**config.mk**
```make
export PLATFORM = sky130hd
export DESIGN_NAME = quoted_string_unescape_core_flat
export DESIGN_NICKNAME = d
export VERILOG_FILES = /design/src/rtl/qsu_pkg.sv /design/src/rtl/qsu_byte_if.sv /design/src/rtl/qsu_result_if.sv /design/src/rtl/qsu_decode.sv /design/src/rtl/qsu_out_buf.sv /design/src/rtl/quoted_string_unescape_core.sv /design/src/flat_wrapper.sv
export SDC_FILE = /design/constraint.sdc
export NUM_CORES = 1
export LEC_CHECK = 0
export ABC_AREA = 1
export BUFFER_PORTS_ARGS = -buffer_cell sky130_fd_sc_hd__buf_4
export CORE_MARGIN = 2
export CORE_UTILIZATION = 45
export DETAILED_ROUTE_END_ITERATION = 12
export GPL_ROUTABILITY_DRIVEN = 0
export PLACE_DENSITY = 0.61
export SLEW_MARGIN = 20
export SYNTH_ARGS = -nofsm -noshare
export SYNTH_HDL_FRONTEND = slang
export SYNTH_SLANG_ARGS = --single-unit
```
**constraint.sdc**
```tcl
create_clock -name clk -period 6.8 [get_ports clk]
set_input_delay 1.02 -clock clk [delete_from_list [all_inputs] [get_ports clk]]
set_output_delay 1.02 -clock clk [all_outputs]
set_load 0.005 [all_outputs]
```
**src/rtl/qsu_pkg.sv**
```systemverilog
package qsu_pkg;

  localparam int unsigned QSU_BUFFER_SIZE = 256;

  typedef logic [7:0] byte_t;

  localparam byte_t QSU_NUL         = 8'h00;
  localparam byte_t QSU_BACKSLASH   = 8'h5C;
  localparam byte_t QSU_DQUOTE      = 8'h22;
  localparam byte_t QSU_SQUOTE      = 8'h27;
  localparam byte_t QSU_LETTER_N    = 8'h6E;
  localparam byte_t QSU_LETTER_R    = 8'h72;
  localparam byte_t QSU_LETTER_T    = 8'h74;
  localparam byte_t QSU_NEWLINE     = 8'h0A;
  localparam byte_t QSU_CR          = 8'h0D;
  localparam byte_t QSU_TAB         = 8'h09;
  localparam byte_t QSU_QUOTE_RESET = 8'h22;

  typedef struct packed {
    byte_t      out_char;
    logic       char_valid;
    logic       done_res;
    logic       unterminated;
    logic       is_empty;
    byte_t      length;
    logic       last;
  } res_t;

  // Up to two results handed from the decoder to the output buffer in the same cycle.
  typedef struct packed {
    logic [1:0] count;
    res_t       first;
    res_t       second;
  } dec_push_t;

  typedef struct packed {
    logic  known;
    byte_t value;
  } esc_t;

  function automatic esc_t esc_map(input byte_t b);
    esc_t e;
    e.known = 1'b1;
    case (b)
      QSU_LETTER_N:  e.value = QSU_NEWLINE;
      QSU_LETTER_R:  e.value = QSU_CR;
      QSU_LETTER_T:  e.value = QSU_TAB;
      QSU_BACKSLASH: e.value = QSU_BACKSLASH;
      QSU_DQUOTE:    e.value = QSU_DQUOTE;
      QSU_SQUOTE:    e.value = QSU_SQUOTE;
      default: begin
        e.known = 1'b0;
        e.value = b;
      end
    endcase
    return e;
  endfunction

  function automatic res_t mk_char(input byte_t c, input byte_t len);
    res_t r;
    r = '0;
    r.out_char   = c;
    r.char_valid = 1'b1;
    r.length     = len;
    return r;
  endfunction

  function automatic res_t mk_done(input logic unterm, input logic empty, input byte_t len);
    res_t r;
    r = '0;
    r.done_res     = 1'b1;
    r.unterminated = unterm;
    r.is_empty     = empty;
    r.length       = len;
    return r;
  endfunction

endpackage

```
**src/rtl/qsu_byte_if.sv**
```systemverilog
interface qsu_byte_if;
  import qsu_pkg::*;

  logic  valid;
  logic  ready;
  logic  start_req;
  byte_t in_byte;

  modport source (output valid, output start_req, output in_byte, input ready);
  modport sink (input valid, input start_req, input in_byte, output ready);
endinterface

```
**src/rtl/qsu_result_if.sv**
```systemverilog
interface qsu_result_if;
  import qsu_pkg::*;

  logic  valid;
  logic  ready;
  byte_t out_char;
  logic  char_valid;
  logic  done_res;
  logic  unterminated;
  logic  is_empty;
  byte_t length;
  logic  last;

  modport source (
    output valid, output out_char, output char_valid, output done_res,
    output unterminated, output is_empty, output length, output last,
    input ready
  );
  modport sink (
    input valid, input out_char, input char_valid, input done_res,
    input unterminated, input is_empty, input length, input last,
    output ready
  );
endinterface

```
**src/rtl/qsu_decode.sv**
```systemverilog
module qsu_decode #(
  parameter int unsigned BUFFER_SIZE = qsu_pkg::QSU_BUFFER_SIZE
) (
  input  logic              clk,
  input  logic              rst,
  input  logic              cfg_wr_en,
  input  qsu_pkg::byte_t    cfg_wr_data,
  qsu_byte_if.sink          byte_chan,
  input  logic [1:0]        buf_free,
  output qsu_pkg::dec_push_t push
);
  import qsu_pkg::*;

  localparam int unsigned CNT_W  = $clog2(BUFFER_SIZE);
  localparam int unsigned WIDE_W = CNT_W + 8;
  localparam logic [CNT_W-1:0] CAP = CNT_W'(BUFFER_SIZE - 1);

  typedef enum logic [1:0] {
    MODE_NORMAL,
    MODE_ESCAPE,
    MODE_QUOTE,
    MODE_DONE
  } mode_t;

  mode_t            mode, mode_next, eff_mode;
  logic [CNT_W-1:0] count, count_next, eff_cnt;
  logic [CNT_W:0]   sum1, sum2;
  byte_t            quote_char;
  logic             a_valid;
  logic             a_start;
  byte_t            a_byte;
  logic             a_advance;
  logic [1:0]       n;
  res_t             r0, r1;
  byte_t            len0, len1, len2;
  esc_t             esc;

  function automatic byte_t sat_len(input logic [CNT_W:0] v);
    logic [WIDE_W-1:0] w;
    w = WIDE_W'(v);
    return (w > WIDE_W'(255)) ? 8'hFF : w[7:0];
  endfunction

  always_comb begin
    eff_mode   = a_start ? MODE_NORMAL : mode;
    eff_cnt    = a_start ? '0 : count;
    sum1       = {1'b0, eff_cnt} + (CNT_W+1)'(1);
    sum2       = {1'b0, eff_cnt} + (CNT_W+1)'(2);
    len0       = sat_len({1'b0, eff_cnt});
    len1       = sat_len(sum1);
    len2       = sat_len(sum2);
    esc        = esc_map(a_byte);
    n          = 2'd0;
    r0         = '0;
    r1         = '0;
    mode_next  = eff_mode;
    count_next = eff_cnt;
    unique case (eff_mode)
      MODE_NORMAL: begin
        if (a_byte == QSU_NUL || eff_cnt >= CAP) begin
          n         = 2'd1;
          r0        = mk_done(a_byte != quote_char, eff_cnt == '0, len0);
          mode_next = MODE_DONE;
        end else if (a_byte == QSU_BACKSLASH) begin
          mode_next = MODE_ESCAPE;
        end else if (a_byte == quote_char) begin
          mode_next = MODE_QUOTE;
        end else begin
          n          = 2'd1;
          r0         = mk_char(a_byte, len1);
          count_next = sum1[CNT_W-1:0];
        end
      end
      MODE_ESCAPE: begin
        if (a_byte == QSU_NUL) begin
          n         = 2'd1;
          r0        = mk_done(quote_char != QSU_NUL, eff_cnt == '0, len0);
          mode_next = MODE_DONE;
        end else begin
          mode_next = MODE_NORMAL;
          if (esc.known) begin
            n          = 2'd1;
            r0         = mk_char(esc.value, len1);
            count_next = sum1[CNT_W-1:0];
          end else if (sum1 < {1'b0, CAP}) begin
            // keep the backslash while two slots remain
            n          = 2'd2;
            r0         = mk_char(QSU_BACKSLASH, len1);
            r1         = mk_char(a_byte, len2);
            count_next = sum2[CNT_W-1:0];
          end else begin
            n          = 2'd1;
            r0         = mk_char(a_byte, len1);
            count_next = sum1[CNT_W-1:0];
          end
        end
      end
      MODE_QUOTE: begin
        if (a_byte == quote_char) begin
          n          = 2'd1;
          r0         = mk_char(quote_char, len1);
          mode_next  = MODE_NORMAL;
          count_next = sum1[CNT_W-1:0];
        end else begin
          n         = 2'd1;
          r0        = mk_done(1'b0, eff_cnt == '0, len0);
          mode_next = MODE_DONE;
        end
      end
      MODE_DONE: begin
        n = 2'd0;
      end
      default: begin
        n = 2'd0;
      end
    endcase
    r0.last = (n == 2'd1);
    r1.last = 1'b1;
  end

  // Hold the item until the buffer has room for all its results.
  assign a_advance       = a_valid && (buf_free >= n);
  assign byte_chan.ready = !a_valid || a_advance;

  assign push.count  = a_advance ? n : 2'd0;
  assign push.first  = r0;
  assign push.second = r1;

  always_ff @(posedge clk) begin
    if (rst) begin
      a_valid    <= 1'b0;
      mode       <= MODE_NORMAL;
      count      <= '0;
      quote_char <= QSU_QUOTE_RESET;
    end else begin
      if (cfg_wr_en) begin
        quote_char <= cfg_wr_data;
      end
      if (a_advance) begin
        mode  <= mode_next;
        count <= count_next;
      end
      if (byte_chan.valid && byte_chan.ready) begin
        a_valid <= 1'b1;
        a_start <= byte_chan.start_req;
        a_byte  <= byte_chan.in_byte;
      end else if (a_advance) begin
        a_valid <= 1'b0;
      end
    end
  end

endmodule

```
**src/rtl/qsu_out_buf.sv**
```systemverilog
module qsu_out_buf (
  input  logic               clk,
  input  logic               rst,
  input  qsu_pkg::dec_push_t push,
  output logic [1:0]         buf_free,
  qsu_result_if.source       result_chan
);
  import qsu_pkg::*;

  res_t       entry [2];
  res_t       entry_next [2];
  logic [1:0] cnt, cnt_next, base;
  logic       pop;

  assign buf_free = 2'd2 - cnt;
  assign pop      = (cnt != 2'd0) && result_chan.ready;

  always_comb begin
    base          = cnt - {1'b0, pop};
    entry_next[0] = pop ? entry[1] : entry[0];
    entry_next[1] = entry[1];
    if (push.count == 2'd2) begin
      entry_next[0] = push.first;
      entry_next[1] = push.second;
    end else if (push.count == 2'd1) begin
      entry_next[base[0]] = push.first;
    end
    cnt_next = base + push.count;
  end

  always_ff @(posedge clk) begin
    if (rst) begin
      cnt <= 2'd0;
    end else begin
      cnt      <= cnt_next;
      entry[0] <= entry_next[0];
      entry[1] <= entry_next[1];
    end
  end

  assign result_chan.valid        = cnt != 2'd0;
  assign result_chan.out_char     = entry[0].out_char;
  assign result_chan.char_valid   = entry[0].char_valid;
  assign result_chan.done_res     = entry[0].done_res;
  assign result_chan.unterminated = entry[0].unterminated;
  assign result_chan.is_empty     = entry[0].is_empty;
  assign result_chan.length       = entry[0].length;
  assign result_chan.last         = entry[0].last;

endmodule

```
**src/rtl/quoted_string_unescape_core.sv**
```systemverilog
// Quoted literal unescape core.
// byte_chan takes one source byte per request, starting with the byte after
// the opening quote; start_req on a request clears the decoder first. A zero
// byte marks the end of the source text.
// result_chan gives one request per decoded character or one done request
// when the literal ends; last marks the final result of each source byte.
// A quote byte or a backslash gives no result until the next byte decides.
// quote_char must be written through cfg_wr_en / cfg_wr_data only while idle;
// the user must keep to this, as the block itself does not enforce it.
// An accepted byte is decoded from the input register and its first result
// is loaded into the result buffer. Throughput: one byte per cycle while the
// buffer has room; an unknown escape that keeps its backslash yields two
// results and may hold the input while the two-entry result buffer drains.
// Reset clears the decoder to its normal mode, the count to zero and
// quote_char to the double quote; no result is pending afterward.
// When the receiver stalls, the buffer fills and the input stage holds the
// first byte that has results, so byte_chan.ready stays low until the buffer
// has room; bytes that give no result still pass. Nothing is lost.
module quoted_string_unescape_core #(
  parameter int unsigned BUFFER_SIZE = qsu_pkg::QSU_BUFFER_SIZE
) (
  input  logic           clk,
  input  logic           rst,
  input  logic           cfg_wr_en,
  input  qsu_pkg::byte_t cfg_wr_data,
  qsu_byte_if.sink       byte_chan,
  qsu_result_if.source   result_chan
);
  import qsu_pkg::*;

  dec_push_t  push;
  logic [1:0] buf_free;

  qsu_decode #(
    .BUFFER_SIZE(BUFFER_SIZE)
  ) u_decode (
    .clk        (clk),
    .rst        (rst),
    .cfg_wr_en  (cfg_wr_en),
    .cfg_wr_data(cfg_wr_data),
    .byte_chan  (byte_chan),
    .buf_free   (buf_free),
    .push       (push)
  );

  qsu_out_buf u_out_buf (
    .clk        (clk),
    .rst        (rst),
    .push       (push),
    .buf_free   (buf_free),
    .result_chan(result_chan)
  );

endmodule
```
**src/flat_wrapper.sv**
```systemverilog
// flat-port wrapper written by rule: the top's interface ports become plain ports
module quoted_string_unescape_core_flat import qsu_pkg::*;
#(
  parameter int unsigned BUFFER_SIZE = qsu_pkg::QSU_BUFFER_SIZE
)
  (clk, rst, cfg_wr_en, cfg_wr_data, byte_chan_valid, byte_chan_start_req, byte_chan_in_byte, byte_chan_ready, result_chan_valid, result_chan_out_char, result_chan_char_valid, result_chan_done_res, result_chan_unterminated, result_chan_is_empty, result_chan_length, result_chan_last, result_chan_ready);
  qsu_byte_if byte_chan_i ();
  qsu_result_if result_chan_i ();
  input  logic clk;
  input  logic rst;
  input  logic cfg_wr_en;
  input  qsu_pkg::byte_t cfg_wr_data;
  input wire logic [$bits(byte_chan_i.valid)-1:0] byte_chan_valid;
  input wire logic [$bits(byte_chan_i.start_req)-1:0] byte_chan_start_req;
  input wire logic [$bits(byte_chan_i.in_byte)-1:0] byte_chan_in_byte;
  output wire logic [$bits(byte_chan_i.ready)-1:0] byte_chan_ready;
  output wire logic [$bits(result_chan_i.valid)-1:0] result_chan_valid;
  output wire logic [$bits(result_chan_i.out_char)-1:0] result_chan_out_char;
  output wire logic [$bits(result_chan_i.char_valid)-1:0] result_chan_char_valid;
  output wire logic [$bits(result_chan_i.done_res)-1:0] result_chan_done_res;
  output wire logic [$bits(result_chan_i.unterminated)-1:0] result_chan_unterminated;
  output wire logic [$bits(result_chan_i.is_empty)-1:0] result_chan_is_empty;
  output wire logic [$bits(result_chan_i.length)-1:0] result_chan_length;
  output wire logic [$bits(result_chan_i.last)-1:0] result_chan_last;
  input wire logic [$bits(result_chan_i.ready)-1:0] result_chan_ready;
  assign byte_chan_i.valid = byte_chan_valid;
  assign byte_chan_i.start_req = byte_chan_start_req;
  assign byte_chan_i.in_byte = byte_chan_in_byte;
  assign byte_chan_ready = byte_chan_i.ready;
  assign result_chan_valid = result_chan_i.valid;
  assign result_chan_out_char = result_chan_i.out_char;
  assign result_chan_char_valid = result_chan_i.char_valid;
  assign result_chan_done_res = result_chan_i.done_res;
  assign result_chan_unterminated = result_chan_i.unterminated;
  assign result_chan_is_empty = result_chan_i.is_empty;
  assign result_chan_length = result_chan_i.length;
  assign result_chan_last = result_chan_i.last;
  assign result_chan_i.ready = result_chan_ready;
  quoted_string_unescape_core #(.BUFFER_SIZE(BUFFER_SIZE)) u_core (.clk(clk), .rst(rst), .cfg_wr_en(cfg_wr_en), .cfg_wr_data(cfg_wr_data), .byte_chan(byte_chan_i), .result_chan(result_chan_i));
endmodule
```
==> results.md <==
* Status: finished clean
* Nets@finish at 792
* Vias in the first global route at ~4600
* Max_cap viols at 0
* Most used cell, CP: inv_1
* Int Power at 0.00124 W
* Number of synthesized flops with an enable pin at 51
* Hold Crit Endpoint: u_core.u_decode.quote_char[2]$_SDFFE_PP0P_
* Maximum clock rate at a little over 0.2 GHz
* Root Driver: clkbuf_16
* Clock power frac at between 20 and 30%
* Slew Viols, Final at 0
* CP Launch Type: flop
* Post-synthesis cell count at ~730
* Detailed placement HPWL at 10700 um
* Crit path DAT at 4.91 ns
* P per Cell Area at ~330 nW/um^2
* Cell taking the most area after synthesis: edfxtp_1
* Clock skew at ~0.0078 ns
* Most common cell in the synthesized netlist: nand2_1
* DRT antenna net count at 0
* Vias per std cell at ~5.3
* HP Start: u_core.u_decode.quote_char[2]$_SDFFE_PP0P_
* GRT Residual Overflow at 0
* Post-synth top cells: 241 x nand2_1, 84 x inv_1, 63 x o21ai_0
* FFs w/ async S/R, synth at 0%
* Vias post-DR at about 4800
* Post-layout minimum cycle time at between 4 and 5 ns
* Tcrit/Tclk final at slightly above 70%
* Wire per inst at roughly 15 um
* Worst-Margin Slew at 0.897 ns
* Sequential share of power at a little over a third
* Critical path class: reg2reg
* Post-cts resize count at 0
* Area delta synth->final at 12.9%
* Post-Syn Nets at about 770
* Initial Util at 45.6%
* TNS Setup at 0 ns
* IO buf count at 44
* Sink Count at 72
* P_sw at slightly below 0.0007 W
* Reg2reg end: u_core.u_out_buf.entry[0][27]$_DFFE_PP_
* Die Y at between 100 and 150 um
* CP Capture Type: flop
* Initial antenna violation count at 0
* DR DRC count at 0
* Relative slew slack at between 30% and 40%
* Num CTS Buffers at 9
* Initial DRT Pass Iterations at 6
* CTS tree: yes
* Core box area at approximately 11000 um^2
* Post-Syn Area at around 5200 um^2
* Proportion of layout cells with a drive suffix above 1 at around 15%
* Peak VDD IR at 0.000188 V
* Clock Path Buffers at 2
* Largest net degree at the start of global routing at 28
* Filler cell count at between 1000 and 1500
* Hold Path Depth at 2
* YS warnings at 0
* Comb pwr share at between 30% and 40%
* Drt total wl at roughly 14000 um
* First-pass GRT wire length at approximately 23000 um
* R2R Path Start: u_core.u_decode.a_start$_DFFE_PP_
* Die width at between 100 and 150 um
* GRT Resource Usage Total at 23.0%
* Slowest CP cell: edfxtp_1
* Avg Cell Area, Syn at 7.04 um^2
* Row count at 39
* Io pins at 45
* FF-to-FF path depth at 23
* Overall power at around 0.0019 W
* Share of the synthesized area in the top cell type at between 20% and 30%
* H-tree levels at 3
* Final cell utilization of the core at between 50% and 60%
* Count of final hold-check violations at 0
* Hold crit path type: reg2reg
* Sequential-to-total area share from yosys stat at 37.8%
* Critical Path Fanout Max at 17
* Setup Buffers After CTS at 0
* Top cells by area, synth: edfxtp_1 30%, nand2_1 18%, dfxtp_1 8.1%, o21ai_0 6.1%, inv_1 6.1%
* Clk slew on worst S/H paths at about 0.060 ns
* Initial DRC Count at slightly above 400
* Leak pwr at 2.85 nW
* CP Data Required Time at about 6.8 ns
* Final setup fails at 0
* Die ar. at 12400 um^2
* Post-synth cell types at 40
* CP cell instances: nor2_1, inv_2, ha_1, inv_1, nand3_1, inv_1, nand2_2, nand3_4, inv_2, nand3_1, nand2_1, inv_1, ha_1, o21ai_0, nand2_1, nand2_1, inv_1, nand2_2, inv_1, ha_1, nor2_1, o21ai_0, inv_1
* R2R setup slack at 1.86 ns
* Critical Path Max Stage Delay at 0.56 ns
* Synth Flop Type: edfxtp_1
* Unrepaired setup endpoints after global routing: false
* Clock latency on the worst-skew pair at about 0.33 ns
* Number of diodes at 0
* Hold_buf cts at 0
* Sw frac at 35.8%
* Seq cells post-synth at 72
## worst max-delay path by stage
stage	from	endpoint	slack, ns
2_1_floorplan	u_core.u_decode.a_start$_DFFE_PP_	u_core.u_out_buf.entry[0][22]$_DFFE_PP_	2.61
3_3_place_gp	u_core.u_decode.a_start$_DFFE_PP_	u_core.u_out_buf.entry[0][24]$_DFFE_PP_	2.08
3_5_place_dp	u_core.u_decode.a_start$_DFFE_PP_	u_core.u_out_buf.entry[0][26]$_DFFE_PP_	1.90
4_1_cts	u_core.u_decode.a_start$_DFFE_PP_	u_core.u_out_buf.entry[0][25]$_DFFE_PP_	1.87
5_1_grt	u_core.u_decode.a_start$_DFFE_PP_	u_core.u_out_buf.entry[0][25]$_DFFE_PP_	1.34
6_report	u_core.u_decode.a_start$_DFFE_PP_	u_core.u_out_buf.entry[0][27]$_DFFE_PP_	1.86
## metrics by stage
stage                     hold slack, ns  std cells  instance area [um^2]  setup WS [ns]
after CTS                          0.524        908                  5830           1.87
after global placement             0.508        892                  5500           2.08
after detailed placement           0.512        892                  5500           1.90
after global routing               0.558        908                  5830           1.34
final                              0.523        908                  5830           1.86
after floorplan                    0.474        734                  5170           2.61
## power groups by stage
stage | clock [W] | sequential, W | combinational [W]
finish | 0.000538 | 0.000684 | 0.000714
global route | 0.000572 | 0.000698 | 0.000807
CTS | 0.000550 | 0.000685 | 0.000709
global placement | 0 | 0.000688 | 0.000703
detailed placement | 0 | 0.000692 | 0.000704
floorplan | 0 | 0.000673 | 0.000528
## registers in the layout, summed over array words and instances, names as in the netlist
name,count
u_core.u_out_buf.entry,42
u_core.u_decode.a_start,1
u_core.u_decode.a_valid,1
u_core.u_out_buf.cnt,2
u_core.u_decode.mode,2
u_core.u_decode.count,8
u_core.u_decode.quote_char,8
u_core.u_decode.a_byte,8
## critical path, delay by kind of cell, from the launching register on
kind | cells | cell delay [ns]
and+or+nand+nor | 10 | 1.69
buffers and inverters | 8 | 1.09
adders and majority gates | 3 | 0.85
AOI/OAI and AO/OA | 2 | 0.37
DFF | 1 | 0.56
## placed cells by master (no fill, tap or decap), types with 4 or more instances in the layout
cell type	synthesis	final
o21ai_1	10	10
ha_1	10	10
nor3_1	5	5
o21ai_0	63	63
o211ai_1	5	5
edfxtp_1	51	51
nand3_1	35	35
nor2_2	6	6
nand2_4	6	6
nand2_1	241	241
a21o_1	4	4
nor2_1	50	50
a21oi_1	42	42
xnor2_1	5	5
nand2_2	10	10
clkbuf_16	0	9
nand4_1	8	8
dfxtp_1	21	21
nor2_4	6	6
inv_2	10	10
inv_1	84	84
buf_4	17	48
## per-layer routing
metal	global-route usage [%]	up-vias	share of wire (%)	routed length, um
met5	0	-	0	0
met4	8.15	0	2.5	350
met3	3.88	24	6.8	945
met2	36.1	212	44	6170
met1	32.0	2149	46	6400
li1	-	2433	-	-
## cells by family (layout without fill, tap and decap cells)
kind of cell	after synthesis	after routing	share of synthesized area, %
XOR/XNOR	7	7	1.19
adder cells (fa/ha/maj)	10	10	2.42
AND/OR/NAND/NOR	380	380	33.2
AO/OA/AOI/OAI	134	134	14.1
flip-flops	72	72	37.8
buffers and inverters	131	162	11.3
## final cells by class
type	count	area (um^2)	area share, %
Timing Repair Buffer	48	360	6.18
Multi-Input combinational cell	531	2630	45.1
Inverter	98	375	6.44
Tap cell	143	179	3.07
Clock buffer	10	229	3.93
Sequential cell	72	1950	33.5
Clock inverter	6	108	1.84
Power figures use the tool's default switching activity.
